===== config.mk =====
export PLATFORM = sky130hd
export DESIGN_NAME = mtf_cell
export DESIGN_NICKNAME = d
export VERILOG_FILES = /design/src/rtl/mtf_pkg.sv /design/src/rtl/mtf_cell.sv
export SDC_FILE = /design/constraint.sdc
export NUM_CORES = 1
export LEC_CHECK = 0
export ABC_AREA = 1
export BUFFER_PORTS_ARGS = -buffer_cell sky130_fd_sc_hd__buf_2
export CAP_MARGIN = 20
export CORE_ASPECT_RATIO = 0.75
export CORE_MARGIN = 1.5
export CORE_UTILIZATION = 40
export CTS_BUF_LIST = sky130_fd_sc_hd__clkbuf_8
export CTS_CLUSTER_DIAMETER = 150
export DETAILED_ROUTE_END_ITERATION = 10
export PLACE_DENSITY_LB_ADDON = 0.25
export SLEW_MARGIN = 20
export SYNTH_ARGS = -nofsm -noshare
export SYNTH_HDL_FRONTEND = slang
export SYNTH_SLANG_ARGS = --single-unit

===== constraint.sdc =====
create_clock -name clk -period 3.2 [get_ports clk]
set_input_delay 0.32 -clock clk [delete_from_list [all_inputs] [get_ports clk]]
set_output_delay 0.32 -clock clk [all_outputs]
set_load 0.02 [all_outputs]

===== src/rtl/mtf_pkg.sv =====
// ----------------------------------------------------------------------------
// mtf_pkg
// Shared types for the move-to-front byte codec: controller states, the
// token flags that walk the cell row, and the broadcast command.
// ----------------------------------------------------------------------------
package mtf_pkg;

  typedef enum logic [1:0] {
    ST_IDLE,
    ST_RUN,
    ST_DONE
  } state_t;

  typedef struct packed {
    logic valid;
    logic done;
  } tok_ctl_t;

  typedef struct packed {
    logic decode;
    logic rebuild;
  } cmd_t;

endpackage


===== src/rtl/mtf_cell.sv =====
// ----------------------------------------------------------------------------
// mtf_cell
// One list position. Holds a symbol and, while a request passes, the token
// with its carried symbol; takes the carried symbol and hands its own on.
// ----------------------------------------------------------------------------
module mtf_cell #(
  parameter int SYMBOL_BITS = 8,
  parameter int IDX         = 0
) (
  input  logic                    clk,
  input  logic                    rst,
  input  mtf_pkg::cmd_t           cmd,
  input  logic [SYMBOL_BITS-1:0]  key,
  input  logic                    wr_en,
  input  logic [SYMBOL_BITS-1:0]  wr_sym,
  input  mtf_pkg::tok_ctl_t       tok_in,
  input  logic [SYMBOL_BITS-1:0]  data_in,
  output mtf_pkg::tok_ctl_t       tok_out,
  output logic [SYMBOL_BITS-1:0]  data_out
);

  localparam logic [SYMBOL_BITS-1:0] HALF = SYMBOL_BITS'(1) << (SYMBOL_BITS - 1);
  localparam logic [SYMBOL_BITS-1:0] POS  = SYMBOL_BITS'(IDX);
  localparam logic [SYMBOL_BITS-1:0] INIT = POS ^ HALF;

  logic [SYMBOL_BITS-1:0] sym;
  mtf_pkg::tok_ctl_t      tok;
  logic [SYMBOL_BITS-1:0] dat;
  logic                   active;
  logic                   hit;
  logic [SYMBOL_BITS-1:0] res;

  assign active = tok.valid && !tok.done;
  assign hit    = active && (cmd.decode ? (POS == key) : (sym == key));
  assign res    = cmd.decode ? sym : (POS ^ HALF);

  always_ff @(posedge clk) begin
    if (rst || cmd.rebuild) begin
      sym <= INIT;
    end else if (wr_en) begin
      sym <= wr_sym;
    end else if (active) begin
      sym <= dat;
    end
  end

  always_ff @(posedge clk) begin
    if (rst) begin
      tok <= '0;
    end else begin
      tok <= tok_in;
    end
  end

  always_ff @(posedge clk) begin
    dat <= data_in;
  end

  // token leaves done once the symbol is found; it then carries the result
  always_comb begin
    tok_out.valid = tok.valid;
    tok_out.done  = tok.done || hit;
    if (hit) begin
      data_out = res;
    end else if (tok.done) begin
      data_out = dat;
    end else begin
      data_out = sym;
    end
  end

endmodule


==> run_results.csv <==
group,metric,value,unit
setup_path,crit_chain,"inv_1, nand2_1, nor2_4, nand2_4, nand2_1, o21ai_1, buf_2",
placed_design,dp_hpwl,1999,microns
pwr,comb_power_share,19.9,%
floorplanning,die_x,61.27,microns
sta,fin_tns_setup,0,ps
sta,min_period,1990,ps
clock_tree,clk_pin_slew,60,ps
drt,drtIter0Drc,34,
synth,ys_async_sr_fraction,0,%
global_routing,grt_overflow_total,0,
synth,synth_top_area_share,35.38,%
synth,synthCells,156,
floorplanning,start_util,43.41,%
global_routing,grt_pass1_wl,3946,microns
setup_path,crit_arrival,1670,ps
synth,ys_seq_area_share,35.38,%
synth,syn_nets,187,
hold_path,hold_path.class,"in -> reg",
drt,ant_nets,0,
clock_tree,post-cts-setup-buffers,0,
synth,netlist.top_cell.by_area,"dfxtp_1",
synth,yosysWarnings,0,
floorplanning,coreArea,2346,sq um
setup_path,cp.required,2880,ps
placed_design,globalplace.congestion,0.7786,
synth,synth_compound_area_share,8.722,%
sta,maxSlewHeadroom,73.23,%
cells_and_area,synthToLayoutAreaGrowth,27.15,%
synth,synthAdderAreaFrac,0,%
hold_path,holdCritStartpoint,"data_in[4]",
synth,synth_mux_area_share,3.931,%
floorplanning,die_area,2861,sq um
sta,slew_violations,0,
setup_path,rr_worst_depth,7,
pwr,p_leak,0.6895,nW
cells_and_area,nets,228,
synth,syn_avg_cell_area,6.529,sq um
clock_tree,cts_max_level,1,
sta,rsz0062_at_grt,"no",
clock_tree,root_buffer,"clkbuf_8",
drt,vias,1077,
clock_tree,tritoncts.num_buffers,3,
drt,wl,2429,microns
sta,hold_violations,0,
setup_path,worst_setup_path_end_kind,"output pin",
setup_path,cp_max_fo,11,
synth,synth_area_leaders,"dfxtp_1, nand2_1, nand3_1, inv_1, nor2_1",
synth,synthesis.area,1018,sq um
pwr,ir_drop,232.4,uV
hold_path,whs_endpoint,"dat[4]",
floorplanning,num_rows,15,
sta,period_share,62.19,%
setup_path,slowest_stage,"dfxtp_1",
pwr,internal_power,0.0003879,W
sta,max_freq,502.5,MHz
synth,synthMostInstantiatedCell,"nand2_1",
setup_path,r2r-start,"tok[0]",
synth,ys_ff_latch,18,
floorplanning,die_h,46.70,microns
pwr,switching_power,0.0001445,W
pwr,power.share.switching,27.14,%
outcome,status,"complete, no violations",
pwr,clkPwrFrac,33.9,%
global_routing,antenna_found_initial,0,
clock_tree,hold_buffers,0,
hold_path,whs_path_depth,1,
cells_and_area,final_core_utilization,55.20,%
sta,worstMarginPinSlew,401.0,ps
setup_path,worst_r2r_endpoint,"sym[5]",
synth,synth_ff_type,"dfxtp_1",
placed_design,port_buffers,40,
synth,synth_top_family_by_area,"simple AND/OR/NAND/NOR gates",
drt,drc,0,
global_routing,grt_use_total,18.77,%
drt,drt_first_pass_iters,4,
synth,synth-simple-area-share,37.47,%
setup_path,crit_top_cell,"nand2_1",
pwr,pwr-share-seq,46.3,%
clock_tree,clock_latency,250,ps
synth,synth-xor-area-share,4.300,%
setup_path,slowest_delay,560,ps
clock_tree,clockBufferDepth,2,
sta,skew,0.7149,ps
clock_tree,cts_tree,"yes",
synth,ys_types,20,
clock_tree,post_cts_resized,0,
synth,synth_commonest_cells,"nand2_1, dfxtp_1, inv_1, nand3_1, nor2_1",
clock_tree,cts.sinks,18,
global_routing,grt_pass1_vias,947,
sta,layout_setup_ws,1210,ps
drt,wl_per_cell,10.56,microns
drt,vias_per_cell,4.683,
setup_path,critical_path_class,"reg -> out",
cells_and_area,drive_gt1_share,28.06,%
synth,synth_edf_count,0,
sta,finalSetupViolCount,0,
placed_design,dp_slack,1459,ps
global_routing,grt_max_degree,12,
run,maxCapViolations,0,
floorplanning,ios,41,
setup_path,reg2reg_setup_slack,1580,ps
pwr,p_per_area,411.1,nW/um^2
setup_path,startpoint_type,"register",
cells_and_area,antenna_cells,0,
-- metal layers --
layer | GRT usage, % | up-vias | wire, microns
met3 | 2.528 | 3 | 137
met5 | 0 | - | 0
met1 | 26.98 | 463 | 1243
met4 | 7.391 | 0 | 15
met2 | 28.51 | 41 | 1032
li1 | - | 570 | -
-- cell type report --
class / instances / area [sq um]
clock buffers: 4 / 55.05
fillers: 248 / 1051
inverters: 22 / 82.58
multi-input cells: 112 / 554.3
flip-flops and latches: 18 / 360.3
well taps: 34 / 42.54
repair buffers: 40 / 200.2
-- power by group through the flow --
stage          Combinational (W)  Clock, W  Sequential (W)
6_report                0.000106  0.000180        0.000246
5_1_grt                 0.000118  0.000195        0.000248
4_1_cts                 0.000106  0.000185        0.000246
2_1_floorplan          0.0000713         0        0.000246
3_5_place_dp            0.000106         0        0.000251
3_3_place_gp            0.000103         0        0.000251
-- state kept, by name, indices dropped and copies added, names as in the netlist --
signal	flops
sym	8
tok	1
tok_out	1
dat	8
-- critical path: cells and delay by family (launching register included) --
family                 cells  cell delay (ps)
AOI/OAI and AO/OA          1               80
and+or+nand+nor            4              460
DFF                        1              560
buffers and inverters      2              320
-- worst max-delay path by stage --
stage / start / end / slack [ps]
after global placement: key[0] / data_out[6] / 1520
after floorplan: sym[0] / data_out[7] / 1660
final: tok[0] / data_out[7] / 1210
after global routing: tok[0] / data_out[7] / 1010
after detailed placement: key[6] / data_out[5] / 1460
after CTS: tok[0] / data_out[6] / 1220
-- layout by cell type (no fill, tap or decap), drive strengths merged --
cell type,instances
nand3,14
dfxtp,18
xnor2,5
mux2i,4
clkinv,1
nor2,16
clkbuf,4
buf,40
a31oi,7
o21ai,6
inv,21
nand2,57
a21oi,3
-- metrics by stage --
stage	std cells	cell area (sq um)	power (W)	hold WS (ps)
floorplan	156	1018	0.0003173	347.7
global placement	226	1240	0.0003541	421.8
detailed placement	226	1240	0.0003569	423.6
CTS	230	1295	0.0005373	162.8
global route	230	1295	0.0005608	156.3
finish	230	1295	0.0005323	166.6
-- cell families (layout without fill, tap and decap cells) --
logic type	after synthesis	after routing
and+or+nand+nor	87	87
buffers and inverters	26	66
DFF	18	18
muxes	4	4
xor gates and xnor gates	5	5
AOI/OAI and AO/OA	16	16
Power figures use the tool's default switching activity.
